[config.mk]
export PLATFORM = sky130hd
export DESIGN_NAME = beacon_signal_qualifier
export DESIGN_NICKNAME = d
export VERILOG_FILES = /design/src/rtl/bsq_pkg.sv /design/src/rtl/beacon_signal_qualifier.sv
export VERILOG_INCLUDE_DIRS = /design/src /design/src/rtl
export SDC_FILE = /design/constraint.sdc
export NUM_CORES = 2
export LEC_CHECK = 0
export BUFFER_PORTS_ARGS = -buffer_cell sky130_fd_sc_hd__buf_4
export CORE_AREA = 10 10 452 344
export DETAILED_ROUTE_END_ITERATION = 12
export DIE_AREA = 0 0 462 354
export GPL_TIMING_DRIVEN = 0
export HOLD_SLACK_MARGIN = 0.05
export PLACE_DENSITY_LB_ADDON = 0.12
export SYNTH_ARGS = -nofsm -noshare
export SYNTH_HDL_FRONTEND = slang
export SYNTH_SLANG_ARGS = --single-unit
export TNS_END_PERCENT = 100
[constraint.sdc]
create_clock -name clk_i -period 6.6 [get_ports clk_i]
set_input_delay 0.33 -clock clk_i [delete_from_list [all_inputs] [get_ports clk_i]]
set_output_delay 0.33 -clock clk_i [all_outputs]
set_load 0.03 [all_outputs]
[src/rtl/beacon_signal_qualifier_assert.svh]
// Assertion macros for the beacon signal qualifier RTL.
`ifndef BEACON_SIGNAL_QUALIFIER_ASSERT_SVH
`define BEACON_SIGNAL_QUALIFIER_ASSERT_SVH

`ifndef SYNTHESIS
// Clocked check, switched off while reset is low.
`define BSQ_ASSERT(name, prop) \
  name: assert property (@(posedge clk_i) disable iff (!rst_ni) prop) \
    else $error("beacon_signal_qualifier assertion failed");
// Clocked check that also holds while reset is low.
`define BSQ_ASSERT_ALWAYS(name, prop) \
  name: assert property (@(posedge clk_i) prop) \
    else $error("beacon_signal_qualifier assertion failed");
`else
`define BSQ_ASSERT(name, prop)
`define BSQ_ASSERT_ALWAYS(name, prop)
`endif

`endif

[src/rtl/bsq_pkg.sv]
// Types, constants and helpers shared by the beacon signal qualifier.
package bsq_pkg;

  localparam int unsigned TimeWidthDefault = 32;
  localparam int unsigned NumChannels      = 10;
  localparam int unsigned NumFlags         = 8;
  localparam int unsigned InDataWidth      = 48;
  localparam int unsigned OutDataWidth     = 16;
  localparam logic [31:0] HoldTimeReset    = 32'd100;

  // Channel numbers
  localparam int unsigned ChNear    = 0;
  localparam int unsigned ChFar     = 1;
  localparam int unsigned ChChassis = 2;
  localparam int unsigned ChMarker  = 3;
  localparam int unsigned ChCode1   = 4;
  localparam int unsigned ChCode2   = 5;
  localparam int unsigned ChAuto    = 6;
  localparam int unsigned ChDnSecond = 8;
  localparam int unsigned ChDnThird  = 9;
  localparam int unsigned FlagDayNight = 7;

  // Configuration register indexes
  localparam logic CfgBoardType = 1'b0;
  localparam logic CfgHoldTime  = 1'b1;

  typedef enum logic [1:0] {
    BOARD_FIRST  = 2'd0,
    BOARD_SECOND = 2'd1,
    BOARD_THIRD  = 2'd2,
    BOARD_NONE   = 2'd3
  } board_e;

  typedef struct packed {
    logic       select_far;
    logic       lamp_on;
    logic       marker_latched;
    logic       day_night;
    logic       auto_mode_on;
    logic [1:0] panel_id;
    logic       marker_on;
    logic       chassis_on;
    logic       far_on;
    logic       near_on;
  } result_t;

  // Channels that a board type qualifies.
  function automatic logic [NumChannels-1:0] chan_enable(board_e board);
    logic [NumChannels-1:0] en;
    en = '0;
    unique case (board)
      BOARD_FIRST: begin
        en[ChNear] = 1'b1; en[ChFar] = 1'b1; en[ChChassis] = 1'b1;
        en[ChMarker] = 1'b1; en[ChCode1] = 1'b1; en[ChCode2] = 1'b1;
        en[ChAuto] = 1'b1;
      end
      BOARD_SECOND: begin
        en[ChNear] = 1'b1; en[ChFar] = 1'b1; en[ChChassis] = 1'b1;
        en[ChMarker] = 1'b1; en[ChAuto] = 1'b1; en[ChDnSecond] = 1'b1;
      end
      BOARD_THIRD: en[ChDnThird] = 1'b1;
      BOARD_NONE:  en = '0;
      default:     en = '0;
    endcase
    return en;
  endfunction

endpackage

[src/rtl/beacon_signal_qualifier.sv]
// Beacon signal qualifier: debounced beacon panel channels and near/far selection.
//
// Usage:
//  - Slave stream (s_axis_*): one poll per transaction, ten raw pin levels plus
//    a free-running 32-bit tick stamp. Each poll gives exactly one result.
//  - Master stream (m_axis_*): qualified flags, marker latch, lamp level and
//    the near/far beacon select for that poll.
//  - Config channel (cfg_*): index 0 board_type, index 1 hold_time. Always
//    ready; write only while no poll is in flight.
//  - Timing: a poll sits in the input register while the qualify and select
//    logic runs on it, and the result register loads from that logic once
//    the output is free. One poll per cycle is sustained while m_axis_tready
//    stays high; the per-channel stamp subtract and compare (ten in
//    parallel) plus the select logic is the path that sets the cycle.
//  - Stall: while the result register is held by m_axis_tready low, the
//    input register still accepts one more poll, then s_axis_tready drops.
//  - Reset: all stamps, flags, marker latch and lamp clear; board_type goes
//    to the first type and hold_time to 100 ticks.
module beacon_signal_qualifier
  import bsq_pkg::*;
#(
  parameter int unsigned TIME_WIDTH = TimeWidthDefault
) (
  input  logic                    clk_i,
  input  logic                    rst_ni,
  // tdata: [9:0] raw_pins, [41:10] now_time, [47:42] zero
  input  logic                    s_axis_tvalid,
  output logic                    s_axis_tready,
  input  logic [InDataWidth-1:0]  s_axis_tdata,
  // tdata: [0] near_on, [1] far_on, [2] chassis_on, [3] marker_on,
  // [5:4] panel_id, [6] auto_mode_on, [7] day_night, [8] marker_latched,
  // [9] lamp_on, [10] select_far, [15:11] zero
  output logic                    m_axis_tvalid,
  input  logic                    m_axis_tready,
  output logic [OutDataWidth-1:0] m_axis_tdata,
  input  logic                    cfg_valid_i,
  output logic                    cfg_ready_o,
  input  logic                    cfg_index_i,
  input  logic [31:0]             cfg_data_i
);

  `include "beacon_signal_qualifier_assert.svh"

  // Compare width covers both the elapsed time and the 32-bit hold time
  localparam int unsigned CmpWidth = (TIME_WIDTH > 32) ? TIME_WIDTH : 32;

  // Config registers
  board_e      board_q;
  logic [31:0] hold_q;

  // Input register
  logic                   in_vld_q;
  logic [NumChannels-1:0] in_pins_q;
  logic [31:0]            in_now_q;

  // State
  logic [TIME_WIDTH-1:0] on_stamp_q  [NumChannels];
  logic [TIME_WIDTH-1:0] off_stamp_q [NumChannels];
  logic [NumFlags-1:0]   flags_q, flags_d;
  logic                  mhold_q, mhold_d;
  logic                  lamp_q, lamp_d;
  logic                  sel_far;

  // Result register
  logic    out_vld_q;
  result_t res_q, res_d;

  logic                   fire;
  logic [TIME_WIDTH-1:0]  now_w;
  logic [NumChannels-1:0] chan_en;
  logic [NumChannels-1:0] asserted;
  logic [NumChannels-1:0] turn_on;
  logic [NumChannels-1:0] turn_off;

  // Handshakes
  assign fire          = in_vld_q && (!out_vld_q || m_axis_tready);
  assign s_axis_tready = !in_vld_q || fire;
  assign cfg_ready_o   = 1'b1;
  assign m_axis_tvalid = out_vld_q;
  assign m_axis_tdata  = OutDataWidth'(res_q);

  always_ff @(posedge clk_i or negedge rst_ni) begin
    if (!rst_ni) begin
      board_q <= BOARD_FIRST;
      hold_q  <= HoldTimeReset;
    end else if (cfg_valid_i) begin
      unique case (cfg_index_i)
        CfgBoardType: board_q <= board_e'(cfg_data_i[1:0]);
        CfgHoldTime:  hold_q  <= cfg_data_i;
        default:      hold_q  <= hold_q;
      endcase
    end
  end

  always_ff @(posedge clk_i or negedge rst_ni) begin
    if (!rst_ni) begin
      in_vld_q <= 1'b0;
    end else if (s_axis_tready) begin
      in_vld_q <= s_axis_tvalid;
    end
  end

  always_ff @(posedge clk_i) begin
    if (s_axis_tready && s_axis_tvalid) begin
      in_pins_q <= s_axis_tdata[NumChannels-1:0];
      in_now_q  <= s_axis_tdata[NumChannels +: 32];
    end
  end

  // Per-channel qualification, all channels in parallel
  assign now_w   = TIME_WIDTH'(in_now_q);
  assign chan_en = chan_enable(board_q);

  always_comb begin
    logic [TIME_WIDTH-1:0] el_on;
    logic [TIME_WIDTH-1:0] el_off;
    for (int c = 0; c < NumChannels; c++) begin
      el_on  = now_w - on_stamp_q[c];
      el_off = now_w - off_stamp_q[c];
      // marker is active high, all others active low
      asserted[c] = (c == ChMarker) ? in_pins_q[c] : !in_pins_q[c];
      turn_on[c]  = chan_en[c] && asserted[c] &&
                    (CmpWidth'(el_on) > CmpWidth'(hold_q));
      turn_off[c] = chan_en[c] && !asserted[c] &&
                    (CmpWidth'(el_off) > CmpWidth'(hold_q));
    end
  end

  always_comb begin
    flags_d = flags_q;
    for (int c = 0; c < FlagDayNight; c++) begin
      if (turn_on[c]) begin
        flags_d[c] = 1'b1;
      end else if (turn_off[c]) begin
        flags_d[c] = 1'b0;
      end
    end
    // day/night comes from channel 8 or 9; boards never enable both
    if (turn_on[ChDnSecond] || turn_on[ChDnThird]) begin
      flags_d[FlagDayNight] = 1'b1;
    end else if (turn_off[ChDnSecond] || turn_off[ChDnThird]) begin
      flags_d[FlagDayNight] = 1'b0;
    end
  end

  // Near/far selection on the freshly qualified flags
  always_comb begin
    mhold_d = mhold_q;
    lamp_d  = lamp_q;
    sel_far = 1'b1;
    unique case (board_q)
      BOARD_FIRST: begin
        if (flags_d[ChChassis]) begin
          mhold_d = 1'b0;
        end
        priority if (flags_d[ChFar]) begin
          lamp_d  = 1'b0;
          sel_far = 1'b1;
        end else if (flags_d[ChNear]) begin
          lamp_d  = 1'b1;
          sel_far = 1'b0;
        end else if (flags_d[ChChassis]) begin
          lamp_d  = 1'b0;
          sel_far = 1'b1;
        end else if (flags_d[ChMarker]) begin
          mhold_d = 1'b1;
          lamp_d  = 1'b1;
          sel_far = 1'b0;
        end else if (mhold_q && flags_d[ChAuto]) begin
          // latched marker keeps near while in automatic mode
          lamp_d  = 1'b1;
          sel_far = 1'b0;
        end else begin
          mhold_d = 1'b0;
          lamp_d  = 1'b0;
          sel_far = 1'b1;
        end
      end
      BOARD_THIRD: sel_far = !flags_d[ChNear];
      BOARD_SECOND, BOARD_NONE: sel_far = 1'b1;
      default: sel_far = 1'b1;
    endcase
  end

  always_comb begin
    res_d.near_on        = flags_d[ChNear];
    res_d.far_on         = flags_d[ChFar];
    res_d.chassis_on     = flags_d[ChChassis];
    res_d.marker_on      = flags_d[ChMarker];
    res_d.panel_id       = {flags_d[ChCode2], flags_d[ChCode1]};
    res_d.auto_mode_on   = flags_d[ChAuto];
    res_d.day_night      = flags_d[FlagDayNight];
    res_d.marker_latched = mhold_d;
    res_d.lamp_on        = lamp_d;
    res_d.select_far     = sel_far;
  end

  always_ff @(posedge clk_i or negedge rst_ni) begin
    if (!rst_ni) begin
      flags_q <= '0;
      mhold_q <= 1'b0;
      lamp_q  <= 1'b0;
      for (int c = 0; c < NumChannels; c++) begin
        on_stamp_q[c]  <= '0;
        off_stamp_q[c] <= '0;
      end
    end else if (fire) begin
      flags_q <= flags_d;
      mhold_q <= mhold_d;
      lamp_q  <= lamp_d;
      for (int c = 0; c < NumChannels; c++) begin
        if (turn_on[c]) begin
          off_stamp_q[c] <= now_w;
        end
        if (turn_off[c]) begin
          on_stamp_q[c] <= now_w;
        end
      end
    end
  end

  always_ff @(posedge clk_i or negedge rst_ni) begin
    if (!rst_ni) begin
      out_vld_q <= 1'b0;
    end else if (fire) begin
      out_vld_q <= 1'b1;
    end else if (m_axis_tready) begin
      out_vld_q <= 1'b0;
    end
  end

  always_ff @(posedge clk_i) begin
    if (fire) begin
      res_q <= res_d;
    end
  end

  // Checks
  `BSQ_ASSERT(a_ready_only_blocks_when_full, !s_axis_tready |-> in_vld_q && out_vld_q)
  `BSQ_ASSERT(a_fire_loads_result, fire |=> out_vld_q)
  `BSQ_ASSERT(a_no_latch_change_off_first,
    fire && board_q != BOARD_FIRST |=> $stable(mhold_q) && $stable(lamp_q))
  `BSQ_ASSERT(a_none_keeps_flags, fire && board_q == BOARD_NONE |=> $stable(flags_q))
  `BSQ_ASSERT(a_far_flag_selects_far,
    fire && board_q == BOARD_FIRST && flags_d[ChFar] |=> res_q.select_far && !lamp_q)
  `BSQ_ASSERT_ALWAYS(a_reset_clears_output, !rst_ni |=> !m_axis_tvalid)

endmodule

==> flow_metrics.py <==
metrics = {
    "power_and_ir_drop": {
        "powerDensity_nw_per_um2": 530,
        "p_leak_nw": 35.9,
        "p_total_mw": 39.7,
        "irDropWorstVdd_mv": 0.233,
    },
    "cts": {
        "worstSkewPairLatency_ns": 0.74,
        "cts_tree": "yes",
        "cts_made_buffers": 82,
        "clock-sinks": 674,
        "clock-root-buffer": "clkbuf_16",
        "htree_levels": 3,
        "clk_pin_slew_worst_paths_ns": 0.06,
        "cts_buffer_depth": 3,
    },
    "global_routing": {
        "grt_antenna_before_repair": 7,
        "grt_use_total_pct": 27.0,
        "grt_max_degree": 114,
        "grt_remaining_overflow": 0,
        "grt_pass1_vias": 55400,
        "grt_pass1_wl_mm": 337,
    },
    "worst_setup_path": {
        "reg2reg_slack_ns": 0.08,
        "cp_cell_sequence": "clkinv_4 > buf_12 > ha_1 > inv_1 > fa_1 > a21o_1 > a21oi_1 > o21ai_1 > a41oi_2 > o21bai_1 > a21boi_1 > o31ai_1 > or4_1 > a21oi_1 > xnor2_1 > ha_1 > nand4_1 > nor4_2 > nor4bb_1 > o2bb2ai_1 > and2_2 > buf_2 > nand2_1 > o21ai_0",
        "startpoint": "in_now_q[0]",
        "worstSetupStartpointType": "register",
        "path_max_fanout": 11,
        "r2r_cells": 24,
        "max_stage_delay_ns": 0.48,
        "cp_slowest_cell": "nor4_2",
        "worstPathArrival_ns": 7.15,
        "end_kind": "register",
        "r2r-start": "in_now_q[0]",
        "path_class": "reg -> reg",
        "reg2reg_to": "on_stamp_q[283]",
        "required_ns": 7.23,
    },
    "cells_and_area": {
        "final_common_cell": "ha_1",
        "final_cell_mix": "1134 x ha_1, 717 x inv_1, 618 x dfrtp_1",
        "areaGrowthSynthToFinish_pct": 14.2,
        "fill_cells": 13700,
        "drive_gt1_share_pct": 12.9,
        "fin_nets": 8857,
        "final_core_util_pct": 51.1,
    },
    "sta": {
        "finalMaxSlewViolations": 0,
        "rsz0062_at_grt": "true",
        "hold_viol": 0,
        "setup_viol": 0,
        "min_period_ns": 6.52,
        "relSlewSlack_pct": 6.07,
        "fin_setup_tns_ns": 0,
        "post-route-period-util_pct": 98.9,
        "fmax_ghz": 0.153,
        "worst_pin_slew_ns": 1.41,
        "finalClockSkew_ns": 0.0312,
    },
    "min_path": {
        "hold_depth": 3,
        "min_to": "board_q[1]",
        "hold_path.startpoint": "cfg_index_i",
        "hold_path_class": "in -> reg",
    },
    "route": {
        "ant_nets": 0,
        "drt_iter0_markers": 4392,
        "firstDrtPassIters": 6,
        "wl_per_cell_um": 23.7,
        "vias_per_cell": 5.89,
        "vias": 56600,
        "wirelength_mm": 228,
        "drc": 0,
    },
    "floorplanning": {
        "fp.dieArea_um2": 164000,
        "num_rows": 122,
        "ioPinCount": 105,
        "fp.dieW_um": 462,
        "core_area_um2": 147000,
        "initial_core_util_pct": 44.8,
        "fp.dieH_um": 354,
    },
    "place": {
        "port_buffers": 91,
        "gp_congestion": 0.911,
        "dp_hpwl_mm": 169,
    },
    "logic_synthesis": {
        "synth_seq_cells": 674,
        "synth-main-ff-cell": "dfrtp_1",
        "syn_avg_cell_area_um2": 9.04,
        "syn_inst": 7253,
        "synthArstFlopShare_pct": 92.3,
        "syn_area_um2": 65600,
        "ys_warn_count": 0,
        "synth_edf_count": 52,
        "yosysUniqueCellTypes": 94,
        "ys_seq_area_share_pct": 26.1,
    },
    "run": {
        "maxCapViolCount": 0,
    },
    "run_status": {
        "outcome": "finished clean",
    },
}
## through the flow
step | setup slack (ns) | hold WS, ns | cell area [um2] | instances
3_5_place_dp | -1.73 | 0.363 | 70000 | 9320
6_report | 0.0757 | 0.0918 | 74900 | 9615
3_3_place_gp | -3.47 | 0.467 | 68700 | 9270
5_1_grt | -0.156 | 0.0565 | 74900 | 9610
4_1_cts | 0.00300 | 0.0541 | 74400 | 9596
2_1_floorplan | 0.622 | 0.0344 | 65600 | 7257
## power breakdown
part           leakage (nW)  internal [mW]  switching, mW
registers              8.11           5.99          0.851
logic                  26.4           12.6           15.6
clock network          1.30           2.65           2.06
## synth_stat cells, drive strengths merged, types with 35 or more instances
cell / number / area (um2)
a21oi: 588 / 2950
nand2b: 101 / 632
nor3: 87 / 435
buf: 73 / 338
nor2: 320 / 1200
o21ai: 420 / 2100
inv: 738 / 2770
o21a: 136 / 1020
xnor2: 364 / 3190
a31oi: 35 / 219
a211oi: 68 / 515
or3: 37 / 231
xor2: 139 / 1220
nand2: 402 / 1510
o31ai: 46 / 350
edfxtp: 52 / 1560
clkbuf: 96 / 360
and3: 46 / 288
o21bai: 63 / 473
a21o: 407 / 3060
mux2: 483 / 5440
o211ai: 43 / 328
nand3: 114 / 571
nor2b: 89 / 557
nand4: 145 / 907
ha: 1134 / 14200
dfrtp: 619 / 15500
## timing repair
action / in CTS / in global routing
resized for setup: 103 / 101
cloned: 1 / 0
buffers inserted: 55 / 12
hold buffers: 77 / 0
pin swaps: 10 / 12
hold endpoints to repair: 149 / 0
setup endpoints to repair: 579 / 540
## layer usage
layer / GRT usage, % / share of wire, %
met4: 10.8 / 4.6
met1: 36.5 / 45
met3: 3.37 / 5.7
met2: 43.6 / 45
met5: 0 / 0
## state kept, by name, summed over array words and instances (netlist names)
register / flops
m_axis_tdata: 11
off_stamp_q: 288
hold_q: 32
flags_q: 8
in_pins_q: 9
in_now_q: 32
m_axis_tvalid: 1
on_stamp_q: 288
in_vld_q: 1
board_q: 2
lamp_q: 1
mhold_q: 1
## worst max-delay path: cells and delay by family, from the launching register on
family,cells,cell delay (ns)
AOI/OAI and AO/OA,10,2.19
and+or+nand+nor,6,1.93
adders and majority gates,3,0.93
buffers and inverters,4,0.77
DFF,1,0.44
xor gates and xnor gates,1,0.11
## cells by family (layout without fill, tap and decap cells)
family | after synthesis | count (layout) | synth area share [%]
buf+inv | 907 | 1337 | 5.29
other cells | 2 | 12 | 0.0114
compound gates | 2060 | 2060 | 20.3
xor+xnor | 503 | 503 | 6.72
flops | 674 | 674 | 26.1
mux | 483 | 483 | 8.29
simple gates | 1472 | 1472 | 11.1
fa+ha+maj | 1152 | 1152 | 22.2
## worst max-delay path by stage
| stage | endpoint | slack, ns |
|---|---|---|
| global route | m_axis_tdata[10] | -0.16 |
| CTS | on_stamp_q[105] | 0.003 |
| floorplan | on_stamp_q[196] | 0.62 |
| global placement | off_stamp_q[220] | -3.47 |
| finish | on_stamp_q[283] | 0.08 |
| detailed placement | on_stamp_q[2] | -1.73 |
## final cells by class
cell class / count / area [um2] / share of cell area, %
antenna: 6 / 15.0 / 0.0201
clock buffer: 114 / 2310 / 3.09
timing repair buffer: 288 / 3460 / 4.62
sequential: 674 / 17100 / 22.9
clock inverter: 38 / 363 / 0.485
buffer: 159 / 773 / 1.03
multi-input combinational: 5676 / 45600 / 61.0
tap: 1922 / 2400 / 3.21
inverter: 738 / 2780 / 3.71
Power figures use the tool's default switching activity.
